[config.mk]
export PLATFORM = sky130hd
export DESIGN_NAME = task_lease_dispatch_table_top
export DESIGN_NICKNAME = d
export VERILOG_FILES = /design/src/sv/tld_pkg.sv /design/src/sv/tld_entry_ram.sv /design/src/sv/tld_entry_unit.sv /design/src/sv/task_lease_dispatch_table_top.sv
export SDC_FILE = /design/constraint.sdc
export NUM_CORES = 2
export LEC_CHECK = 0
export ABC_AREA = 1
export BUFFER_PORTS_ARGS = -buffer_cell sky130_fd_sc_hd__buf_2
export CAP_MARGIN = 20
export CORE_MARGIN = 1.5
export CORE_UTILIZATION = 45
export DETAILED_ROUTE_END_ITERATION = 10
export PLACE_DENSITY = 0.72
export RECOVER_POWER = 100
export SLEW_MARGIN = 20
export SYNTH_ARGS = -nofsm -noshare
export SYNTH_HDL_FRONTEND = slang
export SYNTH_SLANG_ARGS = --single-unit
[constraint.sdc]
create_clock -name clk -period 5.1 [get_ports clk]
set_input_delay 0.255 -clock clk [delete_from_list [all_inputs] [get_ports clk]]
set_output_delay 0.255 -clock clk [all_outputs]
set_load 0.02 [all_outputs]
[src/sv/tld_pkg.sv]
`default_nettype none

package tld_pkg;

    // fixed field widths
    localparam int MODE_W    = 3;
    localparam int INDEX_W   = 6;
    localparam int RANK_IN_W = 8;
    localparam int COUNT_W   = 7;
    localparam int TIME_W    = 32;
    localparam int STATUS_W  = 2;

    // config port
    localparam int CFG_IDX_W = 4;
    localparam logic [CFG_IDX_W-1:0] CFG_LEASE_TIMEOUT = 4'd0;
    localparam logic [CFG_IDX_W-1:0] CFG_TASK_COUNT    = 4'd1;

    localparam logic [TIME_W-1:0] LEASE_TIMEOUT_RESET = 32'd10;

    typedef enum logic [MODE_W-1:0] {
        MODE_TICK      = 3'd0,
        MODE_ALLOC     = 3'd1,
        MODE_HEARTBEAT = 3'd2,
        MODE_DONE      = 3'd3,
        MODE_ASSIGN    = 3'd4,
        MODE_SWEEP     = 3'd5
    } mode_t;

    typedef enum logic [STATUS_W-1:0] {
        STATUS_OK         = 2'd0,
        STATUS_NONE_FREE  = 2'd1,
        STATUS_BAD_INDEX  = 2'd2
    } status_t;

    typedef enum logic [1:0] {
        ST_CLEAR,
        ST_IDLE,
        ST_SCAN,
        ST_FINISH
    } state_t;

    // per-entry verdict from the entry unit
    typedef struct packed {
        logic wr_en;
        logic hit;
    } unit_ctl_t;

endpackage

`default_nettype wire

[src/sv/tld_entry_ram.sv]
`default_nettype none

module tld_entry_ram #(
    parameter int DEPTH  = 64,
    parameter int WIDTH  = 41,
    parameter int ADDR_W = 6
) (
    input  wire logic              clk,
    input  wire logic              wr_en,
    input  wire logic [ADDR_W-1:0] wr_addr,
    input  wire logic [WIDTH-1:0]  wr_data,
    input  wire logic [ADDR_W-1:0] rd_addr,
    output logic      [WIDTH-1:0]  rd_data
);

    logic [WIDTH-1:0] mem [DEPTH];

    always_ff @(posedge clk)
    begin
        if (wr_en)
        begin
            mem[wr_addr] <= wr_data;
        end
    end

    always_ff @(posedge clk)
    begin
        rd_data <= mem[rd_addr];
    end

endmodule

`default_nettype wire

[src/sv/tld_entry_unit.sv]
`default_nettype none

module tld_entry_unit
    import tld_pkg::*;
#(
    parameter int RANK_BITS = 8,
    parameter int WIDTH     = RANK_BITS + TIME_W + 1
) (
    input  wire mode_t                 op,
    input  wire logic [WIDTH-1:0]      entry_in,
    input  wire logic [RANK_BITS-1:0]  rank,
    input  wire logic [TIME_W-1:0]     now,
    input  wire logic [TIME_W-1:0]     timeout,
    output unit_ctl_t                  ctl,
    output logic      [WIDTH-1:0]      entry_out
);

    // entry word: done flag on top, owner rank, heartbeat time at the bottom
    logic                 done_in;
    logic [RANK_BITS-1:0] owner_in;
    logic [TIME_W-1:0]    hb_in;
    logic [TIME_W-1:0]    age;
    logic                 done_out;
    logic [RANK_BITS-1:0] owner_out;
    logic [TIME_W-1:0]    hb_out;

    assign done_in  = entry_in[WIDTH-1];
    assign owner_in = entry_in[WIDTH-2:TIME_W];
    assign hb_in    = entry_in[TIME_W-1:0];
    assign age      = now - hb_in;

    always_comb
    begin
        ctl       = '0;
        done_out  = done_in;
        owner_out = owner_in;
        hb_out    = hb_in;
        case (op)
            MODE_ALLOC:
            begin
                ctl.hit   = (owner_in == '0) && !done_in;
                ctl.wr_en = ctl.hit;
                owner_out = RANK_BITS'(1);
            end
            MODE_HEARTBEAT:
            begin
                ctl.hit   = (owner_in == rank);
                ctl.wr_en = ctl.hit;
                hb_out    = now;
            end
            MODE_SWEEP:
            begin
                ctl.hit   = (owner_in != '0) && !done_in && (age > timeout);
                ctl.wr_en = ctl.hit;
                owner_out = '0;
            end
            MODE_DONE:
            begin
                ctl.hit   = 1'b1;
                ctl.wr_en = 1'b1;
                done_out  = 1'b1;
            end
            MODE_ASSIGN:
            begin
                ctl.hit   = 1'b1;
                ctl.wr_en = 1'b1;
                owner_out = rank;
            end
            default:
            begin
                ctl = '0;
            end
        endcase
    end

    assign entry_out = {done_out, owner_out, hb_out};

endmodule

`default_nettype wire

[src/sv/task_lease_dispatch_table_top.sv]
`default_nettype none

// task lease table: MAX_TASKS entries of owner rank, done flag, heartbeat time
// s_* takes one request per item (mode, task_index, node_rank), m_* returns one
// result (status, granted_index) per request, in order
// cfg_* writes lease_timeout (index 0) and task_count (index 1); always ready,
// write only while no request is in flight
// after reset a clearing pass zeroes the entry memory, one entry a cycle;
// s_tready stays low until it ends
// tick, unused modes and bad indices answer without touching the entries;
// mark done and assign owner read then write one entry;
// allocate, heartbeat and sweep walk the live entries through the shared entry
// unit, one per cycle behind the single read port, allocate stopping at the
// first free one
// one request is worked at a time; the next one is taken as soon as the
// result is in the output register, even while m_tready is low
// a stalled receiver holds the result in m_tdata; a finished request then
// waits in the sequencer until the output register frees up
module task_lease_dispatch_table_top
    import tld_pkg::*;
#(
    parameter int MAX_TASKS = 64,
    parameter int RANK_BITS = 8
) (
    input  wire logic                 clk,
    input  wire logic                 rst_n,
    // request: [2:0] mode, [8:3] task_index, [16:9] node_rank, [23:17] zero
    input  wire logic                 s_tvalid,
    output logic                      s_tready,
    input  wire logic [23:0]          s_tdata,
    // result: [1:0] status, [7:2] granted_index
    output logic                      m_tvalid,
    input  wire logic                 m_tready,
    output logic      [7:0]           m_tdata,
    // config write
    input  wire logic                 cfg_valid,
    output logic                      cfg_ready,
    input  wire logic [CFG_IDX_W-1:0] cfg_index,
    input  wire logic [TIME_W-1:0]    cfg_data
);

    localparam int IDX_W   = (MAX_TASKS > 1) ? $clog2(MAX_TASKS) : 1;
    localparam int CNT_W   = $clog2(MAX_TASKS + 1);
    localparam int ENTRY_W = RANK_BITS + TIME_W + 1;

    // request fields
    mode_t                in_mode;
    logic [INDEX_W-1:0]   in_index;
    logic [RANK_IN_W-1:0] in_rank;

    assign in_mode  = mode_t'(s_tdata[2:0]);
    assign in_index = s_tdata[8:3];
    assign in_rank  = s_tdata[16:9];

    // sequencer and table state
    state_t               state_reg,      state_next;
    mode_t                op_reg,         op_next;
    logic [RANK_BITS-1:0] rank_reg,       rank_next;
    logic [CNT_W-1:0]     addr_reg,       addr_next;
    logic [CNT_W-1:0]     end_reg,        end_next;
    logic                 pend_reg,       pend_next;
    logic [IDX_W-1:0]     pend_addr_reg,  pend_addr_next;
    status_t              status_reg,     status_next;
    logic [INDEX_W-1:0]   granted_reg,    granted_next;
    logic [TIME_W-1:0]    now_reg,        now_next;
    logic [TIME_W-1:0]    timeout_reg,    timeout_next;
    logic [COUNT_W-1:0]   count_reg,      count_next;
    logic                 m_tvalid_reg,   m_tvalid_next;
    logic [7:0]           m_tdata_reg,    m_tdata_next;

    // memory and entry unit hookup
    logic                 ram_wr_en;
    logic [IDX_W-1:0]     ram_wr_addr;
    logic [ENTRY_W-1:0]   ram_wr_data;
    logic [IDX_W-1:0]     ram_rd_addr;
    logic [ENTRY_W-1:0]   ram_rd_data;
    unit_ctl_t            unit_ctl;
    logic [ENTRY_W-1:0]   unit_entry;

    logic [CNT_W-1:0]     live_n;
    logic                 idx_ok;
    logic                 issue;

    // task_count above MAX_TASKS acts as MAX_TASKS
    always_comb
    begin
        if (32'(count_reg) > 32'(MAX_TASKS))
        begin
            live_n = CNT_W'(MAX_TASKS);
        end
        else
        begin
            live_n = CNT_W'(count_reg);
        end
    end

    assign idx_ok = (32'(in_index) < 32'(live_n));
    assign issue  = (addr_reg < end_reg);

    tld_entry_ram #(
        .DEPTH  (MAX_TASKS),
        .WIDTH  (ENTRY_W),
        .ADDR_W (IDX_W)
    ) u_ram (
        .clk     (clk),
        .wr_en   (ram_wr_en),
        .wr_addr (ram_wr_addr),
        .wr_data (ram_wr_data),
        .rd_addr (ram_rd_addr),
        .rd_data (ram_rd_data)
    );

    tld_entry_unit #(
        .RANK_BITS (RANK_BITS),
        .WIDTH     (ENTRY_W)
    ) u_unit (
        .op        (op_reg),
        .entry_in  (ram_rd_data),
        .rank      (rank_reg),
        .now       (now_reg),
        .timeout   (timeout_reg),
        .ctl       (unit_ctl),
        .entry_out (unit_entry)
    );

    // config writes, taken in any state
    assign cfg_ready = 1'b1;

    always_comb
    begin
        timeout_next = timeout_reg;
        count_next   = count_reg;
        if (cfg_valid)
        begin
            unique case (cfg_index)
                CFG_LEASE_TIMEOUT: timeout_next = cfg_data;
                CFG_TASK_COUNT:    count_next   = cfg_data[COUNT_W-1:0];
                default:           ;
            endcase
        end
    end

    // sequencer
    always_comb
    begin
        state_next     = state_reg;
        op_next        = op_reg;
        rank_next      = rank_reg;
        addr_next      = addr_reg;
        end_next       = end_reg;
        pend_next      = pend_reg;
        pend_addr_next = pend_addr_reg;
        status_next    = status_reg;
        granted_next   = granted_reg;
        now_next       = now_reg;
        m_tvalid_next  = m_tvalid_reg && !m_tready;
        m_tdata_next   = m_tdata_reg;

        s_tready       = 1'b0;
        ram_wr_en      = 1'b0;
        ram_wr_addr    = pend_addr_reg;
        ram_wr_data    = unit_entry;
        ram_rd_addr    = addr_reg[IDX_W-1:0];

        unique case (state_reg)
            ST_CLEAR:
            begin
                // zero the entries one at a time, in address order, after reset
                ram_wr_en   = 1'b1;
                ram_wr_addr = addr_reg[IDX_W-1:0];
                ram_wr_data = '0;
                if (addr_reg == CNT_W'(MAX_TASKS - 1))
                begin
                    addr_next  = '0;
                    state_next = ST_IDLE;
                end
                else
                begin
                    addr_next = addr_reg + 1'b1;
                end
            end

            ST_IDLE:
            begin
                s_tready = 1'b1;
                if (s_tvalid)
                begin
                    op_next      = in_mode;
                    rank_next    = RANK_BITS'(in_rank);
                    pend_next    = 1'b0;
                    granted_next = '0;
                    status_next  = STATUS_OK;
                    addr_next    = '0;
                    end_next     = live_n;
                    state_next   = ST_FINISH;
                    case (in_mode)
                        MODE_TICK:
                        begin
                            now_next = now_reg + 1'b1;
                        end
                        MODE_ALLOC:
                        begin
                            status_next = STATUS_NONE_FREE;
                            state_next  = ST_SCAN;
                        end
                        MODE_HEARTBEAT, MODE_SWEEP:
                        begin
                            state_next = ST_SCAN;
                        end
                        MODE_DONE, MODE_ASSIGN:
                        begin
                            if (idx_ok)
                            begin
                                // one-entry walk: read then write back
                                addr_next  = CNT_W'(in_index);
                                end_next   = CNT_W'(32'(in_index) + 32'd1);
                                state_next = ST_SCAN;
                            end
                            else
                            begin
                                status_next = STATUS_BAD_INDEX;
                            end
                        end
                        default:
                        begin
                            status_next = STATUS_OK;
                        end
                    endcase
                end
            end

            ST_SCAN:
            begin
                // read entry addr while the unit judges the one read last cycle
                if (issue)
                begin
                    addr_next      = addr_reg + 1'b1;
                    pend_next      = 1'b1;
                    pend_addr_next = addr_reg[IDX_W-1:0];
                end
                else
                begin
                    pend_next = 1'b0;
                end

                ram_wr_en = pend_reg && unit_ctl.wr_en;

                if (pend_reg && (op_reg == MODE_ALLOC) && unit_ctl.hit)
                begin
                    status_next  = STATUS_OK;
                    granted_next = INDEX_W'(pend_addr_reg);
                    pend_next    = 1'b0;
                    state_next   = ST_FINISH;
                end
                else if (!issue && !pend_reg)
                begin
                    state_next = ST_FINISH;
                end
            end

            ST_FINISH:
            begin
                if (!m_tvalid_reg || m_tready)
                begin
                    m_tvalid_next = 1'b1;
                    m_tdata_next  = {granted_reg, status_reg};
                    state_next    = ST_IDLE;
                end
            end

            default:
            begin
                state_next = ST_IDLE;
            end
        endcase
    end

    always_ff @(posedge clk or negedge rst_n)
    begin
        if (!rst_n)
        begin
            state_reg    <= ST_CLEAR;
            addr_reg     <= '0;
            end_reg      <= '0;
            pend_reg     <= 1'b0;
            now_reg      <= '0;
            timeout_reg  <= LEASE_TIMEOUT_RESET;
            count_reg    <= '0;
            m_tvalid_reg <= 1'b0;
        end
        else
        begin
            state_reg    <= state_next;
            addr_reg     <= addr_next;
            end_reg      <= end_next;
            pend_reg     <= pend_next;
            now_reg      <= now_next;
            timeout_reg  <= timeout_next;
            count_reg    <= count_next;
            m_tvalid_reg <= m_tvalid_next;
        end
    end

    // payload registers
    always_ff @(posedge clk)
    begin
        op_reg        <= op_next;
        rank_reg      <= rank_next;
        pend_addr_reg <= pend_addr_next;
        status_reg    <= status_next;
        granted_reg   <= granted_next;
        m_tdata_reg   <= m_tdata_next;
    end

    assign m_tvalid = m_tvalid_reg;
    assign m_tdata  = m_tdata_reg;

endmodule

`default_nettype wire

## Yosys cells after proc, flatten, opt, wreduce, memory -nomap -nowiden

Memories as Yosys holds them, arrays and structs flattened. A register that Yosys moved wholly into a read port is not among the register bits.
Index checks and enable logic that the tools add are counted.
W data, S select, Z words.

| word-level totals | value |
|---|---|
| memories kept | 1 |
| input port bits | 65 |
| RAM bits | 2624 |
| register bits after elaboration | 122 |

Memories:

| name | depth | bits a word | read ports | clocked after Yosys merged registers in | write ports | RTL line | RTL |
|---|---|---|---|---|---|---|---|
| u_ram.mem | 64 | 41 | 1 | 1 | 1 | tld_entry_ram.sv:16 | `logic [WIDTH-1:0] mem [DEPTH];` |

| operators by class | value |
|---|---|
| reduce and logical (&&, ||, !) cells | 34 |
| equality and inequality tests | 22 |
| $add $sub $neg | 4 |
| mux-type cells | 41 |
| order comparisons | 4 |

Operator list:

| cell | number |
|---|---|
| $mux W7 | 6 |
| $mux W41 | 1 |
| $add A32 B1 Y32 const B | 1 |
| $gt A32 B32 Y1 | 1 |
| $mux W32 | 1 |
| $sub A32 B32 Y32 | 1 |
| $mux W6 | 5 |
| $pmux W8 S3 | 1 |
| $pmux W7 S3 | 1 |
| $mux W2 | 8 |
| $pmux W2 S4 | 2 |
| $eq A3 B2 Y1 const B | 4 |
| $eq A3 B3 Y1 const B | 4 |
| $pmux W6 S2 | 1 |
| $reduce_and A2 Y1 | 6 |
| $mux W1 | 10 |
| $ne A2 B2 Y1 const B | 5 |
| $reduce_and A3 Y1 | 3 |
| $eq A8 B8 Y1 | 1 |
| $logic_and A1 B1 Y1 | 8 |
| $logic_not A8 Y1 | 1 |
| $pmux W2 S2 | 2 |
| $reduce_bool A8 Y1 | 1 |
| $add A6 B1 Y7 const B | 1 |
| other kinds (21) | 30 |

## Longest topological paths before layout

| logic depth | value |
|---|---|
| depth in word-level cells | 8 |
| mapped depth | 28 |
| depth with buffers taken out | 28 |

## Modules after synthesis

A second synthesis with hierarchy kept.

| second synthesis, totals | value |
|---|---|
| cell total of the unflattened synthesis | 10150 |
| area total of the unflattened synthesis | 116370.4 µm² |

Modules (own cells, without submodules):

| module | seq. area each (µm²) | instances | area an instance (µm²) | cells each |
|---|---|---|---|---|
| tld_entry_ram | 79616.4 | 1 | 106004.2 | 8640 |
| task_lease_dispatch_table_top | 3220.6 | 1 | 6468.7 | 753 |
| tld_entry_unit | 0.0 | 1 | 3897.5 | 757 |

## Worst setup path after synthesis

OpenSTA, ideal clock, no wires.

| path | value |
|---|---|
| kind | register to register |
| start point | reg now_reg[0] |
| end point | mem u_ram.mem[0][0] (enable) |
| setup slack | -0.417 ns |
| cell stages (with the launch flop) | 28 |
| buffers on the path | 0 |
| data required time | 4.660 ns |
| period minus slack after synthesis | 5.517 ns |
| arrival time | 5.078 ns |
| cells stage by stage | dfrtp_1 inv_1 ha_1 inv_1 fa_1 nand3_1 nand2_1 a31oi_1 o21ai_0 nand2_1 nand2_1 nand4_1 nand2_1 nand2_1 nand2_1 ha_1 nand2_1 nor3_1 nand3_1 inv_1 nand2_1 nand2_1 nand2_1 nand2_1 nand3_1 nand2_1 nand2_1 nor2_1 |

| between the ends | value |
|---|---|
| longest elaborated chain between the ends | 8 |

Ends and longest elaborated chain:

| item | RTL line | RTL |
|---|---|---|
| from (decl) | task_lease_dispatch_table_top.sv:65 | `logic [TIME_W-1:0] now_reg, now_next;` |
| from (signal assigned) | task_lease_dispatch_table_top.sv:297 | `now_reg <= now_next;` |
| $sub A32 B32 Y32 | tld_entry_unit.sv:30 | `assign age = now - hb_in;` |
| $gt A32 B32 Y1 | tld_entry_unit.sv:53 | `ctl.hit = (owner_in != '0) && !done_in && (age > timeout);` |
| $logic_and A1 B1 Y1 | tld_entry_unit.sv:53 |  |
| $pmux W2 S4 | tld_entry_unit.sv:38 | `case (op)` |
| $logic_and A1 B1 Y1 | task_lease_dispatch_table_top.sv:246 | `ram_wr_en = pend_reg && unit_ctl.wr_en;` |
| $pmux W1 S2 | task_lease_dispatch_table_top.sv:165 | `unique case (state_reg)` |
| $mux W1 | tld_entry_ram.sv:20 | `if (wr_en)` |
| $mux W1 (implied by the code) | tld_entry_ram.sv:22 | `mem[wr_addr] <= wr_data;` |
| to (decl) | tld_entry_ram.sv:16 |  |

No other way between the ends.

## Worst setup path after layout

| path | value |
|---|---|
| start point | reg op_reg[1] |
| end point | mem u_ram.mem[20][21], data pin |

| between the ends | value |
|---|---|
| longest elaborated chain between the ends | 3 |

Ends and longest elaborated chain:

| item | RTL line | RTL |
|---|---|---|
| from (decl) | task_lease_dispatch_table_top.sv:57 | `mode_t op_reg, op_next;` |
| from (signal assigned) | task_lease_dispatch_table_top.sv:307 | `op_reg <= op_next;` |
| $eq A3 B2 Y1 | tld_entry_unit.sv:38 |  |
| $mux W32 | tld_entry_unit.sv:38 |  |
| $mux W41 | task_lease_dispatch_table_top.sv:165 |  |
| net ram_wr_data[21] | task_lease_dispatch_table_top.sv:74 | `logic [ENTRY_W-1:0] ram_wr_data;` |

The timed path passes the listed nets, and every way through them passes these cells.

==> key figures <==
Outcome
  • Status: finished with violations
  • Failing checks: max-capacitance violations, max-slew violations

STA
  • Worst Max-Slew Pin Slew: 3.20 ns
  • Max-slew violations: around 2,500
  • Final worst-path cycle share: between 90% and 100%
  • Setup WS post-layout: ~0.11 ns
  • Relative slew slack: -113%
  • Final min period: between 4 and 5 ns
  • Setup Total Neg Slack: 0 ns
  • Setup Skew: approximately 0.050 ns
  • Final count of hold timing violations: 0
  • # setup viols final: 0
  • Max Clock Freq: around 0.2 GHz

Critical path
  • CP Max Fanout: 64
  • R2R Setup Slk: 0.11 ns
  • Worst setup path class: flip-flop to flip-flop
  • Crit end category: flip-flop
  • WP data required: about 5.6 ns
  • Crit-path slowest cell: clkbuf_2
  • Crit path launch: op_reg[1]$_DFFE_PP_
  • CP cell instances: nand3_1 -> clkbuf_2 -> o21ai_0 -> a21oi_4 -> clkbuf_2
  • CP Launch Type: flip-flop
  • CP max stage delay: ~1.5 ns
  • CP top delay family: buffers and inverters
  • Arrival time worst endpoint: around 5.5 ns
  • CP Buf/Inv Count: 2
  • Worst R2R Start: op_reg[1]$_DFFE_PP_
  • Most frequent CP cell: clkbuf_2

Synth
  • Cells after synthesis: roughly 8,600
  • Area leader, netlist: edfxtp_1
  • Number of synthesized flops with an enable pin: around 2,700
  • Yosys cell types: 50
  • #FFs+latches synth: between 2,000 and 3,000
  • Share of the synthesized area in the top cell type: 71.6%
  • Count leader, synth: edfxtp_1
  • Sequential element share of the synthesized area: about three quarters
  • Most used DFF post-synth: edfxtp_1
  • Synth cell count leaders: 2,657 x edfxtp_1, 1,496 x nor2_1, 1,364 x o21ai_0
  • Avg Inst Size Synth: approximately 13 sq um
  • Syn. warnings: 0
  • Synth Net Count: between 8,000 and 9,000
  • Top cells by area, synth: edfxtp_1 72%, o21ai_0 6.1%, nor2_1 5.0%
  • Ys async rst share: ~3.2%
  • Mapped cell area: roughly 110,000 sq um

Floorplanning
  • Row count: about 180
  • Die X-Extent: 501 um
  • # IOs: 76
  • Die extent in y: roughly 500 um
  • Die Footprint: ~250,000 sq um
  • Effective utilization at floorplan: between 40 and 50%
  • Core Area: around 250,000 sq um

Pwr
  • Overall Power: 79.3 mW
  • Pleak: approximately 42 nW
  • VDD IR-drop max: ~0.6 mV
  • Cell Pwr Density: roughly 620 nW/um^2

Place
  • Dpl ws: -0.154 ns
  • HPWL Detailed: ~180,000 um
  • Routability cong.: 0.922
  • DP Cell Count: 11,600
  • PortBufs: 67

Global routing
  • Vias in the first global route: 71,300
  • GR Util All Layers: roughly a quarter
  • Largest net degree at the start of global routing: 217
  • First-pass GRT wire length: approximately 450,000 um
  • Grt ovf: 0
  • Initial antenna violation count: 18

Layout
  • # nets final: around 8,900
  • Regs by FF count: u_ram.mem x2624, u_ram.rd_data x41
  • Share of layout cells above drive strength 1: between 10% and 20%
  • Area grow syn2layout: 14.7%
  • Non-filler cells, final: ~12,000
  • Largest Register: u_ram.mem
  • Largest register FFs: 2,624

Route
  • Vias/cell: slightly above 6
  • DR vias: between 70,000 and 80,000
  • First-pass DRT Iterations: 6
  • First DRT Iteration DRCs: approximately 12,000
  • Drt total wl: a little over 300,000 um
  • Routed length per instance: 25.3 um
  • Routed Antenna Nets: 0
  • DR DRC count: 0

Clock network
  • Clock sinks: ~2,800
  • TritonCTS buffer count: approximately 280
  • Later-pin clock latency in the skew report: ~0.93 ns
  • Htree depth: 5
  • CTS tree: done
  • Clock buffer depth: 4
  • Reg clk slew, reported paths: roughly 0.06 ns
  • Root buf cell: clkbuf_16

Run
  • Max Cap Viol: 40

Worst hold path
  • Hold Path Class: input pin to flip-flop
  • Worst Hold Launch: s_tdata[12]
metal layers:
layer  global-route usage [%]  part of all wire (%)  up-vias
li1                         -                     -    32400
met1                     33.1                    39    37100
met2                     36.6                    46     4893
met3                     5.82                    12      627
met4                     7.21                   2.8       18
met5                    0.424                 0.083        -
final cells by class:
class,count,area [sq um]
clock inverters,117,843
well taps,3220,4030
repair buffers,517,5580
multi-input cells,5012,26400
inverters,188,741
flip-flops and latches,2787,82800
fillers,19800,118000
diodes,5,12.5
clock buffers,350,7430
kinds of logic after synthesis:
group	Yosys count	share of synthesized area [%]
other	1	0.00337
AND/OR/NAND/NOR	2458	8.94
buffers and inverters	770	2.89
flip-flops	2787	74.3
AO/OA/AOI/OAI	2401	12.4
XOR/XNOR	67	0.527
adder cells (fa/ha/maj)	82	0.928
metrics by stage:
step                      instance area [sq um]  utilization [%]  hold WS, ns
final                                    128000             52.0        0.122
after global routing                     128000             52.0       0.0972
after CTS                                128000             51.9       0.0465
after detailed placement                 119000             48.2        0.232
after global placement                   118000             48.1        0.229
after floorplan                          111000                -      -0.0406
final timing paths:
check / cells past startpoint / end
min in group asynchronous: 3 / timeout_reg[1]$_DFFE_PN1P_
max: 5 / u_ram.mem[20][21]$_DFFE_PP_
min: 2 / rank_reg[3]$_DFFE_PP_
max reg2reg: 5 / u_ram.mem[20][21]$_DFFE_PP_
max in group asynchronous: 4 / now_reg[16]$_DFFE_PN0P_
min reg2reg: 0 / m_tdata[2]$_DFFE_PP_
timing repair:
action	4_1_cts	5_1_grt
buffers inserted	8	14
gates cloned	4	13
endpoints found under the setup margin	427	2376
hold buffers	58	0
pin swaps	7	12
hold endpoints to repair	185	0
resized for setup	4	40
cells in the final DEF, fill, tap and decap left out, types with 57 or more instances in the layout:
master / instances
edfxtp_1: 2657
nor2_1: 1429
o21ai_0: 1361
nand2_1: 518
o22ai_1: 405
nand3_1: 319
clkbuf_16: 297
o221ai_1: 254
buf_4: 191
inv_1: 179
a21oi_1: 174
buf_12: 124
clkbuf_1: 87
dfrtp_1: 83
nand4_1: 82
ha_1: 79
o211ai_1: 76
nor2_4: 66
dlygate4sd3_1: 57
where the power goes:
part           total, mW  switching (mW)  internal (mW)
Clock               19.1            8.34           10.8
Combinational       28.9            22.2           6.68
Sequential          31.3           0.581           30.7
Total               79.3            31.1           48.2
worst reg2reg max path, stage by stage, from the launching register on:
cell      delay [ns]
edfxtp_1        0.46
nand3_1         0.41
clkbuf_2        1.53
o21ai_0         0.48
a21oi_4         0.26
clkbuf_2        1.28
No activity file was read; power rests on OpenSTA's default activity.
